===== config.mk =====
export PLATFORM = sky130hd
export DESIGN_NAME = sdft_cell
export DESIGN_NICKNAME = d
export VERILOG_FILES = /design/src/hdl/sdft_pkg.sv /design/src/hdl/sdft_cell.sv
export SDC_FILE = /design/constraint.sdc
export NUM_CORES = 1
export LEC_CHECK = 0
export ABC_AREA = 1
export CAP_MARGIN = 0
export CORE_UTILIZATION = 65
export CTS_CLUSTER_DIAMETER = 50
export CTS_CLUSTER_SIZE = 10
export DETAILED_ROUTE_END_ITERATION = 7
export DONT_BUFFER_PORTS = 1
export PLACE_DENSITY = 0.81
export SYNTH_ARGS = -nofsm -noshare
export SYNTH_HDL_FRONTEND = slang
export SYNTH_SLANG_ARGS = --single-unit

===== constraint.sdc =====
create_clock -name i_clk -period 1 [get_ports i_clk]
set_input_delay 0.2 -clock i_clk [delete_from_list [all_inputs] [get_ports i_clk]]
set_output_delay 0.2 -clock i_clk [all_outputs]
set_load 0.02 [all_outputs]

===== src/hdl/sdft_pkg.sv =====
// Shared constants, types and twiddle tables for the sliding DFT bin engine.
`timescale 1ns / 1ps
`default_nettype none

package sdft_pkg;

    // Window length and derived widths
    localparam int BINS       = 32;
    localparam int K_W        = (BINS > 1) ? $clog2(BINS) : 1;
    localparam int STEP_W     = $clog2(BINS + 2);

    // Field widths
    localparam int SAMPLE_W   = 16;
    localparam int BIN_W      = 32;
    localparam int IDX_W      = 5;
    localparam int COUNT_W    = 4;
    localparam int SEL_W      = 3;
    localparam int CHAN_MAX   = 8;

    // Datapath widths
    localparam int Q_SHIFT    = 8;
    localparam int DELTA_W    = SAMPLE_W + 1;
    localparam int ACC_W      = BIN_W + 2;
    localparam int TW_W       = 30;
    localparam int TW_FRAC    = 28;
    localparam int PROD_W     = 64;

    // Configuration port
    localparam int CFG_IDX_W  = 2;
    localparam int CFG_DATA_W = COUNT_W;
    localparam logic [CFG_IDX_W-1:0] CFG_CHAN_COUNT = 2'd0;
    localparam logic [CFG_IDX_W-1:0] CFG_CHAN_SEL   = 2'd1;

    localparam logic [COUNT_W-1:0] COUNT_RESET = 4'd1;
    localparam logic [SEL_W-1:0]   SEL_RESET   = 3'd0;

    // Sweep steps: BINS feed steps, then two more to drain the rotator
    localparam logic [STEP_W-1:0] STEP_FEED_END = STEP_W'(BINS);
    localparam logic [STEP_W-1:0] STEP_LAST     = STEP_W'(BINS + 1);

    localparam longint unsigned Q30_ONE     = 64'd1073741824;
    localparam longint unsigned HALF_PI_Q30 = 64'd1686629713;

    // Series divisors: (2n)(2n+1) for sine, (2n-1)(2n) for cosine, n = 1..7
    localparam logic [0:6][7:0] SIN_DEN = {8'd6, 8'd20, 8'd42, 8'd72, 8'd110, 8'd156, 8'd210};
    localparam logic [0:6][7:0] COS_DEN = {8'd2, 8'd12, 8'd30, 8'd56, 8'd90, 8'd132, 8'd182};

    typedef enum logic {
        ST_IDLE,
        ST_SWEEP
    } t_state;

    typedef struct packed {
        logic           advance;
        logic           feed;
        logic           take;
        logic [K_W-1:0] k;
    } t_ctrl;

    typedef struct packed {
        logic                    valid;
        logic [IDX_W-1:0]        index;
        logic signed [BIN_W-1:0] re;
        logic signed [BIN_W-1:0] im;
        logic                    last;
    } t_result;

    typedef logic [BINS-1:0][TW_W-1:0] t_tw_tab;

    // Truncating Taylor series in Q.30: sine when odd is set, else cosine
    function automatic longint taylor_q30(input longint unsigned x, input logic odd);
        longint unsigned x2;
        longint unsigned term;
        longint          acc;
        x2   = (x * x) >> 30;
        term = odd ? x : Q30_ONE;
        acc  = longint'(term);
        for (int n = 1; n <= 7; n++) begin
            if (odd) begin
                term = ((term * x2) >> 30) / SIN_DEN[n - 1];
            end else begin
                term = ((term * x2) >> 30) / COS_DEN[n - 1];
            end
            if (n % 2 == 1) begin
                acc = acc - longint'(term);
            end else begin
                acc = acc + longint'(term);
            end
        end
        if (acc < 0) begin
            acc = 0;
        end
        return acc;
    endfunction

    // Q.28 twiddle e^(+j*2*pi*k/BINS): cosine table, or sine table when want_sin
    function automatic t_tw_tab tw_table(input logic want_sin);
        t_tw_tab         tab;
        longint unsigned four_k;
        longint unsigned q;
        longint unsigned r;
        longint unsigned x;
        longint          cc;
        longint          ss;
        longint          cv;
        longint          sv;
        tab = '0;
        for (int k = 0; k < BINS; k++) begin
            four_k = 64'(4 * k);
            q  = four_k / BINS;
            r  = four_k - q * BINS;
            x  = (HALF_PI_Q30 * r) / BINS;
            cc = (taylor_q30(x, 1'b0) + 2) >>> 2;
            ss = (taylor_q30(x, 1'b1) + 2) >>> 2;
            case (q[1:0])
                2'd0: begin
                    cv = cc;
                    sv = ss;
                end
                2'd1: begin
                    cv = -ss;
                    sv = cc;
                end
                2'd2: begin
                    cv = -cc;
                    sv = -ss;
                end
                default: begin
                    cv = ss;
                    sv = -cc;
                end
            endcase
            tab[k] = want_sin ? TW_W'(sv) : TW_W'(cv);
        end
        return tab;
    endfunction

    localparam t_tw_tab TW_COS = tw_table(1'b0);
    localparam t_tw_tab TW_SIN = tw_table(1'b1);

endpackage

`default_nettype wire


===== src/hdl/sdft_cell.sv =====
// One cell of the bin ring and of the sample history line.
`timescale 1ns / 1ps
`default_nettype none

module sdft_cell
    import sdft_pkg::*;
(
    input  wire logic                       i_clk,
    input  wire logic                       i_rst_n,
    input  wire logic                       i_bin_shift,
    input  wire logic                       i_hist_shift,
    input  wire logic signed [BIN_W-1:0]    i_bin_re,
    input  wire logic signed [BIN_W-1:0]    i_bin_im,
    input  wire logic signed [SAMPLE_W-1:0] i_hist,
    output logic signed [BIN_W-1:0]         o_bin_re,
    output logic signed [BIN_W-1:0]         o_bin_im,
    output logic signed [SAMPLE_W-1:0]      o_hist
);

    logic signed [BIN_W-1:0]    r_re;
    logic signed [BIN_W-1:0]    r_im;
    logic signed [SAMPLE_W-1:0] r_hist;

    always_ff @(posedge i_clk) begin
        if (!i_rst_n) begin
            r_re <= '0;
            r_im <= '0;
        end else if (i_bin_shift) begin
            r_re <= i_bin_re;
            r_im <= i_bin_im;
        end
    end

    always_ff @(posedge i_clk) begin
        if (!i_rst_n) begin
            r_hist <= '0;
        end else if (i_hist_shift) begin
            r_hist <= i_hist;
        end
    end

    assign o_bin_re = r_re;
    assign o_bin_im = r_im;
    assign o_hist   = r_hist;

endmodule

`default_nettype wire


==> summary.md <==
| Metric | Value |
|---|---|
| Post-synthesis instance total | `506` |
| MaxCap Viol Count | `0` |
| Largest net degree at the start of global routing | `129` |
| Sw frac | `0.2703` |
| Maximum clock path buffer count | `2` |
| Share of power burned in combinational logic | `0.113` |
| Clock Skews | `0 ns` |
| Share of power burned in registers | `0.576` |
| Number of synthesized flops with an enable pin | `0` |
| Startpoint types | `flop` |
| Cts bufs inserted | `9` |
| Clk slew on worst S/H paths | `0.07 ns` |
| Critical Path AT | `0.79 ns` |
| Status | `finished clean` |
| Final Setup Violations | `0` |
| Area leader, netlist | `dfxtp_1` |
| Reg-to-reg startpoint | `o_hist[7]` |
| WL final | `8436 um` |
| Post-synth ARST share | `0` |
| Fill count | `262` |
| Port Buffers | `0` |
| Hold Crit Class | `input port to flop` |
| Peak VDD IR | `0.001195 V` |
| CTS tree | `done` |
| Layout cells sized above 1 | `0.1547` |
| Yosys reg bits | `80` |
| DR WL/cell | `13.26 um` |
| Mapped Area | `0.003313 sq mm` |
| Post-synth top cells | `160 x nand2_1, 160 x nor2_1, 80 x dfxtp_1, 80 x inv_1` |
| Antenna viol nets, final | `0` |
| Crit Path Class | `flop to output port` |
| Layout Nets | `649` |
| Post-synth top area share | `0.4834` |
| Syn_nets | `590` |
| Total congestion overflow | `0` |
| Clock group share of total power | `0.310` |
| Syn Area/Cell | `6.548 sq um` |
| Sequential-to-total area share from yosys stat | `0.4834` |
| CTS Root Cell | `clkbuf_8` |
| Row count | `25` |
| Fin Setup TNS | `0 ns` |
| Power Density | `1610 mW/mm^2` |
| Critical-path maximum fanout | `2` |
| Peak Freq | `1014 MHz` |
| Net load switching power | `1.826 mW` |
| DRT iter0 DRCs | `187` |
| Antenna diode count | `0` |
| Req. time, crit path | `0.80 ns` |
| Die Area | `0.005387 sq mm` |
| Commonest register cell after synthesis | `dfxtp_1` |
| Post-DP HPWL | `4003 um` |
| DRC viols | `0` |
| Core ar. | `0.004817 sq mm` |
| Area growth from synthesis to layout | `26.62%` |
| Gr usage total | `0.3139` |
| Setup ws final | `0.01405 ns` |
| Die span in x | `73.40 um` |
| Lkg Pwr | `2.215 nW` |
| Internal power | `4.929 mW` |
| Hold Fails Final Rpt | `0` |
| Slew Viols, Final | `0` |
| CTS H-tree lvls | `3` |
| Period utilization | `0.9860` |
| Initial Utilization | `0.6878` |
| First-pass GRT wire length | `12680 um` |
| Dominant cells by area after synthesis | `dfxtp_1 48%, nand2_1 18%, nor2_1 18%, inv_1 9.1%, buf_6 4.1%` |
| Initial antenna violation count | `0` |
| I/O Pins | `164` |
| Vias | `3078` |
| Yosys cell types | `7` |
| Worst-margin pin slew | `0.5315 ns` |
| Setup crit start | `o_bin_im[1]` |
| Hold slack | `0.007564 ns` |
| Warnings from Yosys | `0` |
| Vias in the first global route | `2884` |
| Via density | `4.840` |
| Slew HR | `0.6457` |
| Endpoint class of the critical path | `output port` |
| Clk_lat worst skew | `0.33 ns` |
| Period minus WS final | `0.9860 ns` |
| First-pass DRT Iterations | `4` |
| GP Congestion | `0.7230` |
| Clock sink total | `80` |
| Dpl ws | `0.2912 ns` |
| Hold Startpoint | `i_bin_shift` |
| Die height | `73.40 um` |
worst reg2reg max path: stages (launching register included):
cell     delay (ns)
dfxtp_2        0.41
nor2_1         0.07
nor2_1         0.17
per-layer routing:
metal,global-route usage,share of wire,up-vias
met5,0,0,-
met4,0.1709,0.027,0
met3,0.1084,0.083,21
met2,0.5782,0.52,139
met1,0.3059,0.37,1380
li1,-,-,1538
path summary, 6_finish.rpt:
path | slack, ns | endpoint | cells after the start
worst max-delay path | 0.01 | o_bin_im[1] | 0
worst min register to register | 0.52 | o_bin_re[10] | 2
worst min-delay path | 0.008 | o_bin_re[10] | 2
worst max register to register | 0.27 | o_hist[7] | 2
placed cells by master (no fill, tap or decap):
cell type,n
dfxtp_1,3
dfxtp_2,77
clkbuf_1,4
clkbuf_8,11
inv_1,80
nor2_1,160
nand2_1,160
dlygate4sd3_1,72
dlymetal6s4s_1,2
power by group through the flow:
stage,Clock [mW],Sequential (mW),Combinational [mW]
after detailed placement,0,3.91,0.428
after global routing,2.23,3.92,0.870
after CTS,2.10,3.87,0.715
after global placement,0,3.91,0.401
final,2.10,3.89,0.766
after floorplan,0,3.86,0.545
per-stage QoR:
| stage | util | power [mW] | cell area, sq um | instances |
|---|---|---|---|---|
| final | 0.8709 | 6.755 | 4195 | 636 |
| after floorplan | - | 4.407 | 3313 | 506 |
| after global routing | 0.8709 | 7.015 | 4195 | 636 |
| after detailed placement | 0.6616 | 4.339 | 3187 | 547 |
| after CTS | 0.8629 | 6.689 | 4156 | 636 |
| after global placement | 0.6616 | 4.307 | 3187 | 547 |
final cells by class:
class,count,area [sq um],share of cell area
Clock buffer,15,166.4,0.03967
Timing Repair Buffer,74,745.7,0.1778
Sequential cell,80,1698,0.4047
Tap cell,67,83.83,0.01998
Multi-Input combinational cell,320,1201,0.2863
Inverter,80,300.3,0.07158
sequential cells by signal, indices dropped and copies added, names as in the netlist:
name and flops:
o_bin_re 32, o_bin_im 32, o_hist 16
cells by family after synthesis:
kind of cell,synth area share
and+or+nand+nor,0.3625
DFF,0.4834
buffers and inverters,0.1541
timing repair:
action	in CTS	in global routing
pin swaps	0	0
buffers inserted	0	0
resized for setup	50	29
hold buffers	74	0
setup endpoints to repair	50	43
endpoints found under the hold margin	80	0
gates cloned	0	0
(Power assumes the default switching activity.)
