`config.mk`:
```
export PLATFORM = sky130hd
export DESIGN_NAME = sdft_ctrl
export DESIGN_NICKNAME = d
export VERILOG_FILES = /design/src/hdl/sdft_pkg.sv /design/src/hdl/sdft_ctrl.sv
export SDC_FILE = /design/constraint.sdc
export NUM_CORES = 1
export LEC_CHECK = 0
export ABC_AREA = 0
export BUFFER_PORTS_ARGS = -buffer_cell sky130_fd_sc_hd__buf_2
export CORE_MARGIN = 4
export CORE_UTILIZATION = 53
export CTS_CLUSTER_DIAMETER = 150
export DETAILED_ROUTE_END_ITERATION = 12
export PLACE_DENSITY = 0.78
export SYNTH_ARGS = -nofsm -noshare
export SYNTH_HDL_FRONTEND = slang
export SYNTH_SLANG_ARGS = --single-unit
export TNS_END_PERCENT = 30
```
`constraint.sdc`:
```
create_clock -name i_clk -period 2.6 [get_ports i_clk]
set_clock_uncertainty 0.2 [all_clocks]
set_input_delay 0.26 -clock i_clk [delete_from_list [all_inputs] [get_ports i_clk]]
set_output_delay 0.26 -clock i_clk [all_outputs]
set_load 0.1 [all_outputs]
```
`src/hdl/sdft_pkg.sv`:
```
// Shared constants, types and twiddle tables for the sliding DFT bin engine.
`timescale 1ns / 1ps
`default_nettype none

package sdft_pkg;

    // Window length and derived widths
    localparam int BINS       = 32;
    localparam int K_W        = (BINS > 1) ? $clog2(BINS) : 1;
    localparam int STEP_W     = $clog2(BINS + 2);

    // Field widths
    localparam int SAMPLE_W   = 16;
    localparam int BIN_W      = 32;
    localparam int IDX_W      = 5;
    localparam int COUNT_W    = 4;
    localparam int SEL_W      = 3;
    localparam int CHAN_MAX   = 8;

    // Datapath widths
    localparam int Q_SHIFT    = 8;
    localparam int DELTA_W    = SAMPLE_W + 1;
    localparam int ACC_W      = BIN_W + 2;
    localparam int TW_W       = 30;
    localparam int TW_FRAC    = 28;
    localparam int PROD_W     = 64;

    // Configuration port
    localparam int CFG_IDX_W  = 2;
    localparam int CFG_DATA_W = COUNT_W;
    localparam logic [CFG_IDX_W-1:0] CFG_CHAN_COUNT = 2'd0;
    localparam logic [CFG_IDX_W-1:0] CFG_CHAN_SEL   = 2'd1;

    localparam logic [COUNT_W-1:0] COUNT_RESET = 4'd1;
    localparam logic [SEL_W-1:0]   SEL_RESET   = 3'd0;

    // Sweep steps: BINS feed steps, then two more to drain the rotator
    localparam logic [STEP_W-1:0] STEP_FEED_END = STEP_W'(BINS);
    localparam logic [STEP_W-1:0] STEP_LAST     = STEP_W'(BINS + 1);

    localparam longint unsigned Q30_ONE     = 64'd1073741824;
    localparam longint unsigned HALF_PI_Q30 = 64'd1686629713;

    // Series divisors: (2n)(2n+1) for sine, (2n-1)(2n) for cosine, n = 1..7
    localparam logic [0:6][7:0] SIN_DEN = {8'd6, 8'd20, 8'd42, 8'd72, 8'd110, 8'd156, 8'd210};
    localparam logic [0:6][7:0] COS_DEN = {8'd2, 8'd12, 8'd30, 8'd56, 8'd90, 8'd132, 8'd182};

    typedef enum logic {
        ST_IDLE,
        ST_SWEEP
    } t_state;

    typedef struct packed {
        logic           advance;
        logic           feed;
        logic           take;
        logic [K_W-1:0] k;
    } t_ctrl;

    typedef struct packed {
        logic                    valid;
        logic [IDX_W-1:0]        index;
        logic signed [BIN_W-1:0] re;
        logic signed [BIN_W-1:0] im;
        logic                    last;
    } t_result;

    typedef logic [BINS-1:0][TW_W-1:0] t_tw_tab;

    // Truncating Taylor series in Q.30: sine when odd is set, else cosine
    function automatic longint taylor_q30(input longint unsigned x, input logic odd);
        longint unsigned x2;
        longint unsigned term;
        longint          acc;
        x2   = (x * x) >> 30;
        term = odd ? x : Q30_ONE;
        acc  = longint'(term);
        for (int n = 1; n <= 7; n++) begin
            if (odd) begin
                term = ((term * x2) >> 30) / SIN_DEN[n - 1];
            end else begin
                term = ((term * x2) >> 30) / COS_DEN[n - 1];
            end
            if (n % 2 == 1) begin
                acc = acc - longint'(term);
            end else begin
                acc = acc + longint'(term);
            end
        end
        if (acc < 0) begin
            acc = 0;
        end
        return acc;
    endfunction

    // Q.28 twiddle e^(+j*2*pi*k/BINS): cosine table, or sine table when want_sin
    function automatic t_tw_tab tw_table(input logic want_sin);
        t_tw_tab         tab;
        longint unsigned four_k;
        longint unsigned q;
        longint unsigned r;
        longint unsigned x;
        longint          cc;
        longint          ss;
        longint          cv;
        longint          sv;
        tab = '0;
        for (int k = 0; k < BINS; k++) begin
            four_k = 64'(4 * k);
            q  = four_k / BINS;
            r  = four_k - q * BINS;
            x  = (HALF_PI_Q30 * r) / BINS;
            cc = (taylor_q30(x, 1'b0) + 2) >>> 2;
            ss = (taylor_q30(x, 1'b1) + 2) >>> 2;
            case (q[1:0])
                2'd0: begin
                    cv = cc;
                    sv = ss;
                end
                2'd1: begin
                    cv = -ss;
                    sv = cc;
                end
                2'd2: begin
                    cv = -cc;
                    sv = -ss;
                end
                default: begin
                    cv = ss;
                    sv = -cc;
                end
            endcase
            tab[k] = want_sin ? TW_W'(sv) : TW_W'(cv);
        end
        return tab;
    endfunction

    localparam t_tw_tab TW_COS = tw_table(1'b0);
    localparam t_tw_tab TW_SIN = tw_table(1'b1);

endpackage

`default_nettype wire

```
`src/hdl/sdft_ctrl.sv`:
```
// Configuration registers, channel tracking and the per-sample sweep sequencer.
`timescale 1ns / 1ps
`default_nettype none

module sdft_ctrl
    import sdft_pkg::*;
(
    input  wire logic                  i_clk,
    input  wire logic                  i_rst_n,
    input  wire logic                  i_cfg_we,
    input  wire logic [CFG_IDX_W-1:0]  i_cfg_index,
    input  wire logic [CFG_DATA_W-1:0] i_cfg_data,
    input  wire logic                  i_in_valid,
    input  wire logic                  i_out_hold,
    output logic                       o_in_stall,
    output t_ctrl                      o_ctl
);

    t_state               r_state;
    t_state               n_state;
    logic [COUNT_W-1:0]   r_count;
    logic [SEL_W-1:0]     r_sel;
    logic [SEL_W-1:0]     r_pos;
    logic [SEL_W-1:0]     n_pos;
    logic [STEP_W-1:0]    r_step;

    logic [COUNT_W-1:0]   count_eff;
    logic                 accept;
    logic                 take;
    logic                 advance;

    always_ff @(posedge i_clk) begin
        if (!i_rst_n) begin
            r_count <= COUNT_RESET;
            r_sel   <= SEL_RESET;
        end else if (i_cfg_we) begin
            unique case (i_cfg_index)
                CFG_CHAN_COUNT: r_count <= i_cfg_data[COUNT_W-1:0];
                CFG_CHAN_SEL:   r_sel   <= i_cfg_data[SEL_W-1:0];
                default: ;
            endcase
        end
    end

    // Channel bookkeeping for the item on the input
    always_comb begin
        count_eff = (r_count > COUNT_W'(CHAN_MAX)) ? COUNT_W'(CHAN_MAX) : r_count;
        accept    = i_in_valid && (r_state == ST_IDLE);
        take      = accept && (count_eff != '0) && (COUNT_W'(r_sel) < count_eff)
                    && (r_pos == r_sel);
        if (count_eff == '0) begin
            n_pos = '0;
        end else if (COUNT_W'(r_pos) + COUNT_W'(1) >= count_eff) begin
            n_pos = '0;
        end else begin
            n_pos = r_pos + SEL_W'(1);
        end
    end

    always_ff @(posedge i_clk) begin
        if (!i_rst_n) begin
            r_pos <= '0;
        end else if (accept) begin
            r_pos <= n_pos;
        end
    end

    always_comb begin
        n_state = r_state;
        unique case (r_state)
            ST_IDLE: begin
                if (take) begin
                    n_state = ST_SWEEP;
                end
            end
            ST_SWEEP: begin
                if (advance && (r_step == STEP_LAST)) begin
                    n_state = ST_IDLE;
                end
            end
            default: n_state = ST_IDLE;
        endcase
    end

    always_comb begin
        advance    = (r_state == ST_SWEEP) && !i_out_hold;
        o_in_stall = (r_state != ST_IDLE);
        o_ctl.advance = advance;
        o_ctl.feed    = (r_state == ST_SWEEP) && (r_step < STEP_FEED_END);
        o_ctl.take    = take;
        o_ctl.k       = r_step[K_W-1:0];
    end

    always_ff @(posedge i_clk) begin
        if (!i_rst_n) begin
            r_state <= ST_IDLE;
            r_step  <= '0;
        end else begin
            r_state <= n_state;
            if (take) begin
                r_step <= '0;
            end else if (advance) begin
                r_step <= r_step + STEP_W'(1);
            end
        end
    end

endmodule

`default_nettype wire

```
==> results of run 1 <==
==> worst max-delay path: cells and delay by family, from the launching register on <==
| family | cells | cell delay, ns |
|---|---|---|
| and+or+nand+nor | 2 | 0.44 |
| AOI/OAI and AO/OA | 2 | 0.41 |
| DFF | 1 | 0.35 |
| buffers and inverters | 3 | 0.35 |
| adders and majority gates | 1 | 0.20 |
==> sequential cells by signal, summed over array words and instances (netlist names) <==
register and cells:
r_sel 3, r_step 6, o_in_stall 1, r_count 4, r_pos 3
==> final cells by class <==
| cell class | count | share of cell area, % |
|---|---|---|
| multi-input cells | 78 | 49.7 |
| flip-flops and latches | 17 | 29.3 |
| repair buffers | 24 | 13.1 |
| well taps | 25 | 2.69 |
| inverters | 8 | 2.58 |
| clock buffers | 3 | 1.94 |
| clock inverters | 1 | 0.646 |
==> cell usage after synthesis, types with 2 or more instances <==
library cell	instances
mux2i_1	6
nand4_1	3
a21oi_1	2
nand3_1	3
dfxtp_1	17
buf_4	7
and3_1	2
xor2_1	5
ha_1	9
xnor2_1	4
o21ai_1	3
o2111ai_1	2
nor2b_1	3
nand2b_1	2
nand2_1	6
inv_1	7
nor2_1	14
a211oi_1	2
==> path summary, 6_finish.rpt <==
path	slack, ns	depth (start not counted)	to	from
setup / recovery	0.09	8	o_ctl[5]	r_count[3]$_SDFFE_PN0P_
hold / removal	0.009	2	r_count[0]$_SDFFE_PN1P_	i_rst_n
setup reg to reg	0.57	7	r_step[0]$_SDFFE_PP0P_	r_count[3]$_SDFFE_PN0P_
hold reg to reg	0.33	2	o_in_stall$_SDFF_PN0_	o_in_stall$_SDFF_PN0_
==> cells by family (layout without fill, tap and decap cells) <==
family,after synthesis,in the layout,share of synthesized area [%]
AO/OA/AOI/OAI,17,17,13.7
XOR/XNOR,9,9,7.85
adder cells (fa/ha/maj),9,9,11.2
buffers and inverters,16,36,8.73
flip-flops,17,17,33.9
multiplexers,6,6,5.99
AND/OR/NAND/NOR,37,37,18.6
==> through the flow <==
step	TNS [ns]	hold slack, ns	util [%]
after CTS	0	0.00164	65.0
after detailed placement	0	0.306	62.2
final	0	0.00876	65.9
after floorplan	0	0.122	-
after global routing	-0.00777	0.00639	65.9
after global placement	0	0.296	62.2
==> power by group <==
part	internal (mW)	leakage, nW	switching, mW
Combinational	0.0611	0.364	0.133
Clock	0.0587	0.0139	0.0904
Sequential	0.270	0.138	0.0115
Total	0.390	0.515	0.234
==> metal layers <==
| metal | wire length, um | part of all wire (%) | track usage (%) | vias to the layer above |
|---|---|---|---|---|
| li1 | - | - | - | 421 |
| met1 | 853 | 45 | 19.6 | 371 |
| met2 | 954 | 50 | 29.2 | 12 |
| met3 | 86 | 4.5 | 5.44 | 4 |
| met4 | 16 | 0.84 | 3.93 | 0 |
| met5 | 0 | 0 | 0 | - |
==> what timing repair did <==
| action | 4_1_cts | 5_1_grt |
|---|---|---|
| pin swaps | 0 | 2 |
| endpoints found under the setup margin | 1 | 1 |
| gates resized for setup | 1 | 0 |
| hold buffers | 2 | 0 |
| endpoints found under the hold margin | 3 | 0 |
| setup buffers | 0 | 2 |
==> out/results.ini, run 1 <==
[timing]
maxSlewHeadroom_pct = 67.5
max_freq_mhz = 399
final-setup-viol-count = 0
tightest_slew_ns = 0.490
hold_viol_final = 0
period_share_pct = 96.4
fin_crit_ns = 2.51
slew_viol_final = 0
final.setup.worst_slack_ns = 0.0936

[place]
globalplace.congestion = 0.861
dp_hpwl_um = 1490
port_buffers = 19
pre_cts_slack_ns = 0.352
dp.cells = 148
dpl_cell_area_mm2 = 0.00110

[global_route]
grt_antenna_before_repair = 0
grt_pass1_vias = 820
grt_overflow = 0
grtUsageTotal_pct = 16.7
grt_max_degree = 12
grt_pass1_wl_um = 3360

[cts]
numCtsBuffers = 3
cts_tree = yes
cts_num_sinks = 17
clk_path_buf_depth = 2
cts_root_buf = clkbuf_4
clkLatencyLatePin_ns = 0.30
htree_levels = 1
clkSlewWorstSetupHoldPaths_ns = 0.11

[routing]
drt_first_pass_iters = 4
ant_nets = 0
drc = 0
routed_wl_um = 1910
vias_per_cell = 5.18
wire_per_inst_um = 12.2
vias = 808
drtIter0Drc = 13

[worst_setup_path]
crit_path_top_delay_cell = or3b_1
cp_max_fo = 3
critPathRequiredTime_ns = 2.14
start_kind = flip-flop
slowest_delay_ns = 0.36
crit_path_end_kind = output port
path_cells = inv_2 -> nand2_1 -> ha_1 -> or3b_1 -> a211oi_2 -> o21bai_1 -> inv_1 -> buf_12
crit_arrival_ns = 2.05
worstSetupPathType = flip-flop to output port

[yosys]
synth.largest_area_cell = dfxtp_1
syn_inst = 111
synth-seq-cells = 17
syn_area_mm2 = 0.00100
postSynthAreaPerCell_um2 = 9.04
ys_seq_area_share_pct = 33.9
synth_edf_count = 0
ys_types = 32
synth_nets = 131
synthFlopType = dfxtp_1
async_flop_share_pct = 0
synth_top_area_share_pct = 33.9
ys_warn_count = 0
synth.area.top_cells = dfxtp_1 34%, ha_1 11%, mux2i_1 6.0%

[die]
initial_utilization_pct = 56.9
die_x_um = 51.5
core_mm2 = 0.00176
placementRows = 15
die_area_mm2 = 0.00265
ios = 20
die_h_um = 51.5

[layout]
multiInputGateArea_um2 = 578
ff_latch_area_um2 = 340
diodes = 0
layout_commonest_cell = buf_2
final_cell_area_mm2 = 0.00116
final_cell_mix = 18 x buf_2, 17 x dfxtp_1, 13 x nor2_1
layout-drive-gt1-share_pct = 25.2
final_nets = 152
fill_cells = 163
syn_to_final_growth_pct = 15.8
final_cell_count_no_fill = 156

[power]
power.density_mw_per_mm2 = 537
power_leakage_nw = 0.515
ir_drop_v = 0.000435
total_power_uw = 625

[outcome]
status = complete, no violations

[worst_hold_path]
hold_path.class = input port to flip-flop

[job]
maxCapViolCount = 0

Power figures use the tool's default switching activity.
==> inputs of run 2 (changes only) <==
--- a/config.mk
+++ b/config.mk
@@ -8,4 +8,5 @@
 export ABC_AREA = 0
 export BUFFER_PORTS_ARGS = -buffer_cell sky130_fd_sc_hd__buf_2
+export CORE_ASPECT_RATIO = 1.25
 export CORE_MARGIN = 4
 export CORE_UTILIZATION = 53
==> constraint.sdc (replaced) <==
create_clock -name i_clk -period 2.6 [get_ports i_clk]
set_clock_uncertainty 0.2 [all_clocks]
set_input_delay 0.13 -clock i_clk [delete_from_list [all_inputs] [get_ports i_clk]]
set_output_delay 0.13 -clock i_clk [all_outputs]
set_load 0.1 [all_outputs]
==> run 2 against run 1 <==
Critical endpoint unchanged. Routed wire length rose by 3.1%. Largest cell class unchanged. Largest power group unchanged. Clock-buffer cell count did not move. Die area rose by 0.18%.
==> out/results.ini, run 2 (same netlist as run 1, synthesis figures left out) <==
[layout]
largest_reg_flops = 6  ; unchanged
layout_commonest_cell = buf_2  ; unchanged
top_regs = r_step (6), r_count (4)  ; unchanged
layout-drive-gt1-share_pct = 22.0  ; was 25.2%
final_cell_mix = 18 x buf_2, 17 x dfxtp_1, 13 x nor2_1  ; unchanged
final_cell_count_no_fill = 151  ; was 156
diodes = 0  ; unchanged
syn_to_final_growth_pct = 15.7  ; was 15.8%
final_nets = 153  ; was 152
top_register = r_step  ; unchanged

[die]
placementRows = 17  ; was 15
initial_utilization_pct = 56.2  ; was 56.9%
core_mm2 = 0.00179  ; was 0.00176 mm2
die_x_um = 46.9  ; was 51.5 um
ios = 20  ; unchanged
die_h_um = 56.7  ; was 51.5 um
die_area_mm2 = 0.00266  ; was 0.00265 mm2

[global_route]
grtUsageTotal_pct = 17.0  ; was 16.7%
grt_overflow = 0  ; unchanged
grt_pass1_vias = 833  ; was 820
grt_max_degree = 11  ; was 12
grt_use_met1_pct = 18.9  ; was 19.6%
grt_antenna_before_repair = 0  ; unchanged
met2_usage_pct = 29.7  ; was 29.2%
met3_usage_pct = 2.88  ; was 5.44%
grt_busiest_layer = met2  ; unchanged
grt_pass1_wl_um = 3390  ; was 3360 um

[timing]
fin_crit_ns = 2.42  ; was 2.51 ns
max_freq_mhz = 413  ; was 399 MHz
tightest_slew_ns = 0.601  ; was 0.490 ns
period_share_pct = 93.1  ; was 96.4%
slew_viol_final = 0  ; unchanged
rsz0062_at_grt = no
final-setup-viol-count = 0  ; unchanged
maxSlewHeadroom_pct = 59.9  ; was 67.5%
final.setup.tns_ns = 0  ; unchanged
hold_viol_final = 0  ; unchanged

[routing]
drc = 0  ; unchanged
ant_nets = 0  ; unchanged
vias_per_cell = 5.44  ; was 5.18
drt_first_pass_iters = 3  ; was 4
vias = 821  ; was 808
routed_wl_um = 1970  ; was 1910 um
wire_per_inst_um = 13.0  ; was 12.2 um
drtIter0Drc = 6  ; was 13

[cts]
numCtsBuffers = 3  ; unchanged
cts_tree = yes  ; unchanged
cts_root_buf = clkbuf_4  ; unchanged
cts_setup_buffers = 0  ; unchanged
clkSlewWorstSetupHoldPaths_ns = 0.10  ; was 0.11 ns
clkLatencyLatePin_ns = 0.28  ; was 0.30 ns
cts_num_sinks = 17  ; unchanged
htree_levels = 1  ; unchanged
clk_path_buf_depth = 2  ; unchanged

[worst_setup_path]
crit_path_end_kind = output port  ; unchanged
timing.rr.start = r_count[3]$_SDFFE_PN0P_  ; unchanged
slowest_delay_ns = 0.36  ; about the same
cp_common_cell = inv_1
cp_max_fo = 6  ; was 3
path_cells = inv_1 -> nand2_1 -> ha_1 -> or3b_1 -> a211oi_2 -> o21bai_1 -> inv_1 -> buf_6  ; was inv_2 -> nand2_1 -> ha_1 -> or3b_1 -> a211oi_2 -> o21bai_1 -> inv_1 -> buf_12
startpoint = r_count[3]$_SDFFE_PN0P_  ; unchanged
crit_path_top_delay_cell = or3b_1  ; unchanged
worstSetupPathType = flip-flop to output port  ; unchanged
start_kind = flip-flop  ; unchanged
critPathTopFamily = simple AND/OR/NAND/NOR gates  ; unchanged
crit_arrival_ns = 2.09  ; was 2.05 ns
crit_buf_inv = 3  ; unchanged
critPathRequiredTime_ns = 2.27  ; was 2.14 ns

[outcome]
status = complete, no violations  ; unchanged

[worst_hold_path]
hold_path.class = input port to flip-flop  ; unchanged
hp-start = i_in_valid  ; was i_rst_n

[power]
ir_drop_v = 0.000381  ; was 0.000435 V
power.density_mw_per_mm2 = 521  ; was 537 mW/mm2
total_power_uw = 605  ; was 625 uW
power_leakage_nw = 0.517  ; was 0.515 nW

[place]
globalplace.congestion = 0.833  ; was 0.861
dp_hpwl_um = 1610  ; was 1490 um
dp.cells = 141  ; was 148
port_buffers = 19  ; unchanged

[job]
maxCapViolCount = 0  ; unchanged

-- run 2: cell types whose count changed in the layout (fill, tap and decap cells not counted), sizes merged --
cell / previous run / this run
buf: 22 / 19
dlygate4sd3: 2 / 6
clkinv: 0 / 1
clkinvlp: 1 / 0
-- run 2: worst reg2reg max path: stages, from the launching register on --
cell	delay, ns
dfxtp_1	0.33
inv_1	0.15
nand2_1	0.10
ha_1	0.20
or3b_1	0.36
a211oi_2	0.24
a2bb2oi_2	0.30
a211oi_1	0.09
-- run 2: final timing paths --
path | end | cells after the start | slack [ns]
worst max-delay path | o_ctl[5] | 8 | 0.18
worst min-delay path | r_pos[0]$_SDFFE_PN0P_ | 4 | 0.04
worst max register to register | r_step[1]$_SDFFE_PP0P_ | 7 | 0.48
worst min register to register | o_in_stall$_SDFF_PN0_ | 2 | 0.33
-- run 2: routing by layer --
layer | vias to the layer above | routed length [um]
li1 | 421 | -
met1 | 382 | 798
met2 | 11 | 1070
met3 | 7 | 46
met4 | 0 | 57
met5 | - | 0
-- run 2: power by group --
group	switching [mW]	internal [mW]	leakage (nW)
registers	0.0114	0.270	0.138
clock network	0.0803	0.0571	0.0177
logic	0.132	0.0543	0.361
-- run 2: metrics by stage --
step / utilization (%) / instance area, um2 / setup slack (ns) / hold slack, ns
floorplan: - / 1010 / 0.320 / -0.00806
global placement: 59.7 / 1070 / 0.350 / 0.171
detailed placement: 59.7 / 1070 / 0.310 / 0.191
CTS: 64.8 / 1160 / 0.114 / 0.0298
global route: 65.0 / 1160 / 0.0372 / 0.0485
finish: 65.0 / 1160 / 0.178 / 0.0375
-- run 2: final cells by class --
type / instances / area [um2]
clock inverters: 1 / 5.00
inverters: 8 / 30.0
fillers: 148 / 626
repair buffers: 25 / 161
well taps: 19 / 23.8
flip-flops and latches: 17 / 340
multi-input cells: 78 / 578
clock buffers: 3 / 22.5
-- run 2: timing repair --
action / CTS / global route
hold buffers: 6 / 0
setup endpoints to repair: 1 / 1
endpoints found under the hold margin: 10 / 0
gates resized for setup: 1 / 1
==> inputs of run 3 (changes only) <==
- clock period: 2.6 -> 2.44 ns (I/O delays scaled with it)
==> run 3 against run 2 <==
Critical path depth did not move. Utilization rose by 2.0 points. Die area did not move. Combinational power rose by 14%. Worst setup slack got worse by 0.075 ns. Hold slack got worse by 0.015 ns. Final cell count rose by 2.0%. Sequential share of layout area fell by 0.65 points.
==> out/results.ini, run 3 (same netlist as run 1, synthesis figures left out) <==
[outcome]
status = complete, no violations  ; unchanged

[routing]
routed_wl_um = 2070  ; was 1970 um
vias_per_cell = 5.45  ; was 5.44
ant_nets = 0  ; unchanged
drt_first_pass_iters = 4  ; was 3
drc = 0  ; unchanged
wire_per_inst_um = 13.4  ; was 13.0 um
vias = 840  ; was 821
drtIter0Drc = 7  ; was 6

[global_route]
grt_busiest_layer = met2  ; unchanged
grt_use_met1_pct = 21.7  ; was 18.9%
grt_pass1_vias = 897  ; was 833
met3_usage_pct = 3.85  ; was 2.88%
grtUsageTotal_pct = 18.3  ; was 17.0%
grt_overflow = 0  ; unchanged
grt_pass1_wl_um = 3650  ; was 3390 um
grt_max_degree = 10  ; was 11
grt_antenna_before_repair = 0  ; unchanged
met2_usage_pct = 30.3  ; was 29.7%

[die]
die_x_um = 46.9  ; unchanged
die_h_um = 56.7  ; unchanged
placementRows = 17  ; unchanged
initial_utilization_pct = 56.2  ; unchanged
ios = 20  ; unchanged
core_mm2 = 0.00179  ; unchanged
die_area_mm2 = 0.00266  ; unchanged

[timing]
tightest_slew_ns = 0.485  ; was 0.601 ns
period_share_pct = 95.8
fin_crit_ns = 2.34
slew_viol_final = 0  ; unchanged
hold_viol_final = 0  ; unchanged
maxSlewHeadroom_pct = 67.9  ; was 59.9%
final-setup-viol-count = 0  ; unchanged
rsz0062_at_grt = no  ; unchanged
max_freq_mhz = 428
final.setup.tns_ns = 0  ; unchanged

[power]
internal_power_uw = 420  ; was 382 uW
p_sw_uw = 241  ; was 223 uW
power_frac_comb_pct = 32.0  ; was 30.7%
power_leakage_nw = 0.530  ; was 0.517 nW
p_sw_share_pct = 36.4  ; was 36.9%
power.density_mw_per_mm2 = 553  ; was 521 mW/mm2
p_seq_share_pct = 45.6  ; was 46.6%
ir_drop_v = 0.000425  ; was 0.000381 V
power.share.clock_pct = 22.4  ; was 22.7%

[layout]
layout-drive-gt1-share_pct = 25.9  ; was 22.0%
top_regs = r_step (6), r_count (4)  ; unchanged
final_cell_mix = 18 x buf_2, 15 x dfxtp_1, 13 x nor2_1  ; was 18 x buf_2, 17 x dfxtp_1, 13 x nor2_1
top_register = r_step  ; unchanged
largest_reg_flops = 6  ; unchanged
diodes = 0  ; unchanged
syn_to_final_growth_pct = 19.2  ; was 15.7%
layout_commonest_cell = buf_2  ; unchanged
final_nets = 156  ; was 153
postLayoutCoreUtil_pct = 66.9  ; was 65.0%

[worst_setup_path]
crit_buf_inv = 3  ; unchanged
path_cells = inv_2 -> nand2_1 -> ha_2 -> or3b_1 -> a211oi_2 -> o21bai_1 -> inv_1 -> buf_12  ; was inv_1 -> nand2_1 -> ha_1 -> or3b_1 -> a211oi_2 -> o21bai_1 -> inv_1 -> buf_6
crit_path_top_delay_cell = or3b_1  ; unchanged
start_kind = flip-flop  ; unchanged
cp_max_fo = 3  ; was 6
worstSetupPathType = flip-flop to output port  ; unchanged
critPathTopFamily = simple AND/OR/NAND/NOR gates  ; unchanged
slowest_delay_ns = 0.36  ; about the same
crit_path_end_kind = output port  ; unchanged
crit_arrival_ns = 2.02  ; was 2.09 ns
critPathRequiredTime_ns = 2.12  ; was 2.27 ns

[cts]
cts_tree = yes  ; unchanged
clkLatencyLatePin_ns = 0.28  ; about the same
cts_num_sinks = 17  ; unchanged
clk_path_buf_depth = 2  ; unchanged
numCtsBuffers = 3  ; unchanged
clkSlewWorstSetupHoldPaths_ns = 0.10  ; about the same
cts_root_buf = clkbuf_4  ; unchanged
htree_levels = 1  ; unchanged

[worst_hold_path]
hold_path.class = input port to flip-flop  ; unchanged

[place]
globalplace.congestion = 0.876  ; was 0.833
dp_hpwl_um = 1630  ; was 1610 um
port_buffers = 19  ; unchanged

[job]
maxCapViolCount = 0  ; unchanged

==> run 3: worst reg2reg max path: stages, from the launching register on <==
cell,delay [ns]
dfxtp_1,0.46
ha_1,0.25
xor2_1,0.19
ha_1,0.25
o21ai_0,0.31
o21ai_1,0.14
o21ai_1,0.15
==> run 3: metrics by stage <==
step	instances	hold WS, ns	setup slack (ns)	area (um2)	total power [mW]
after floorplan	111	-0.0161	0.168	1010	0.467
final	154	0.0221	0.103	1200	0.661
after detailed placement	142	0.180	0.314	1090	0.507
after global routing	154	0.0120	0.0131	1200	0.695
after global placement	142	0.164	0.392	1090	0.502
after CTS	152	0.0194	0.0592	1180	0.658
==> run 3: worst paths after layout <==
kind | startpoint | endpoint | slack, ns | cells after the start
setup / recovery | r_count[3]$_SDFFE_PN0P_ | o_ctl[5] | 0.10 | 8
hold reg to reg | r_count[1]$_SDFFE_PN0P_ | r_count[1]$_SDFFE_PN0P_ | 0.33 | 2
hold / removal | i_in_valid | r_pos[0]$_SDFFE_PN0P_ | 0.02 | 4
setup reg to reg | r_pos[0]$_SDFFE_PN0P_ | r_pos[1]$_SDFFE_PN0P_ | 0.43 | 6
==> run 3: power by group through the flow <==
| stage | registers [mW] | clock network [mW] | logic (mW) |
|---|---|---|---|
| finish | 0.301 | 0.148 | 0.212 |
| global route | 0.303 | 0.166 | 0.226 |
| CTS | 0.301 | 0.149 | 0.207 |
| detailed placement | 0.307 | 0 | 0.200 |
| global placement | 0.306 | 0 | 0.196 |
| floorplan | 0.321 | 0 | 0.146 |
==> run 3: repair_timing <==
item                                    in CTS  in global routing
gates resized for setup                      1                  3
endpoints found under the setup margin       1                  1
pin swaps                                    0                  2
hold buffers                                 6                  0
setup buffers                                0                  2
endpoints found under the hold margin       10                  0
==> run 3: layer usage <==
| layer | wire [um] | up-vias |
|---|---|---|
| met3 | 43 | 7 |
| met2 | 1070 | 13 |
| met1 | 899 | 393 |
| met5 | 0 | - |
| met4 | 59 | 0 |
| li1 | - | 427 |
==> run 3: cell type report <==
cell class / instances / area [um2]
inverter: 8 / 30.0
sequential: 17 / 343
fill: 155 / 591
timing repair buffer: 28 / 193
tap: 19 / 23.8
multi-input combinational: 78 / 581
clock buffer: 4 / 26.3
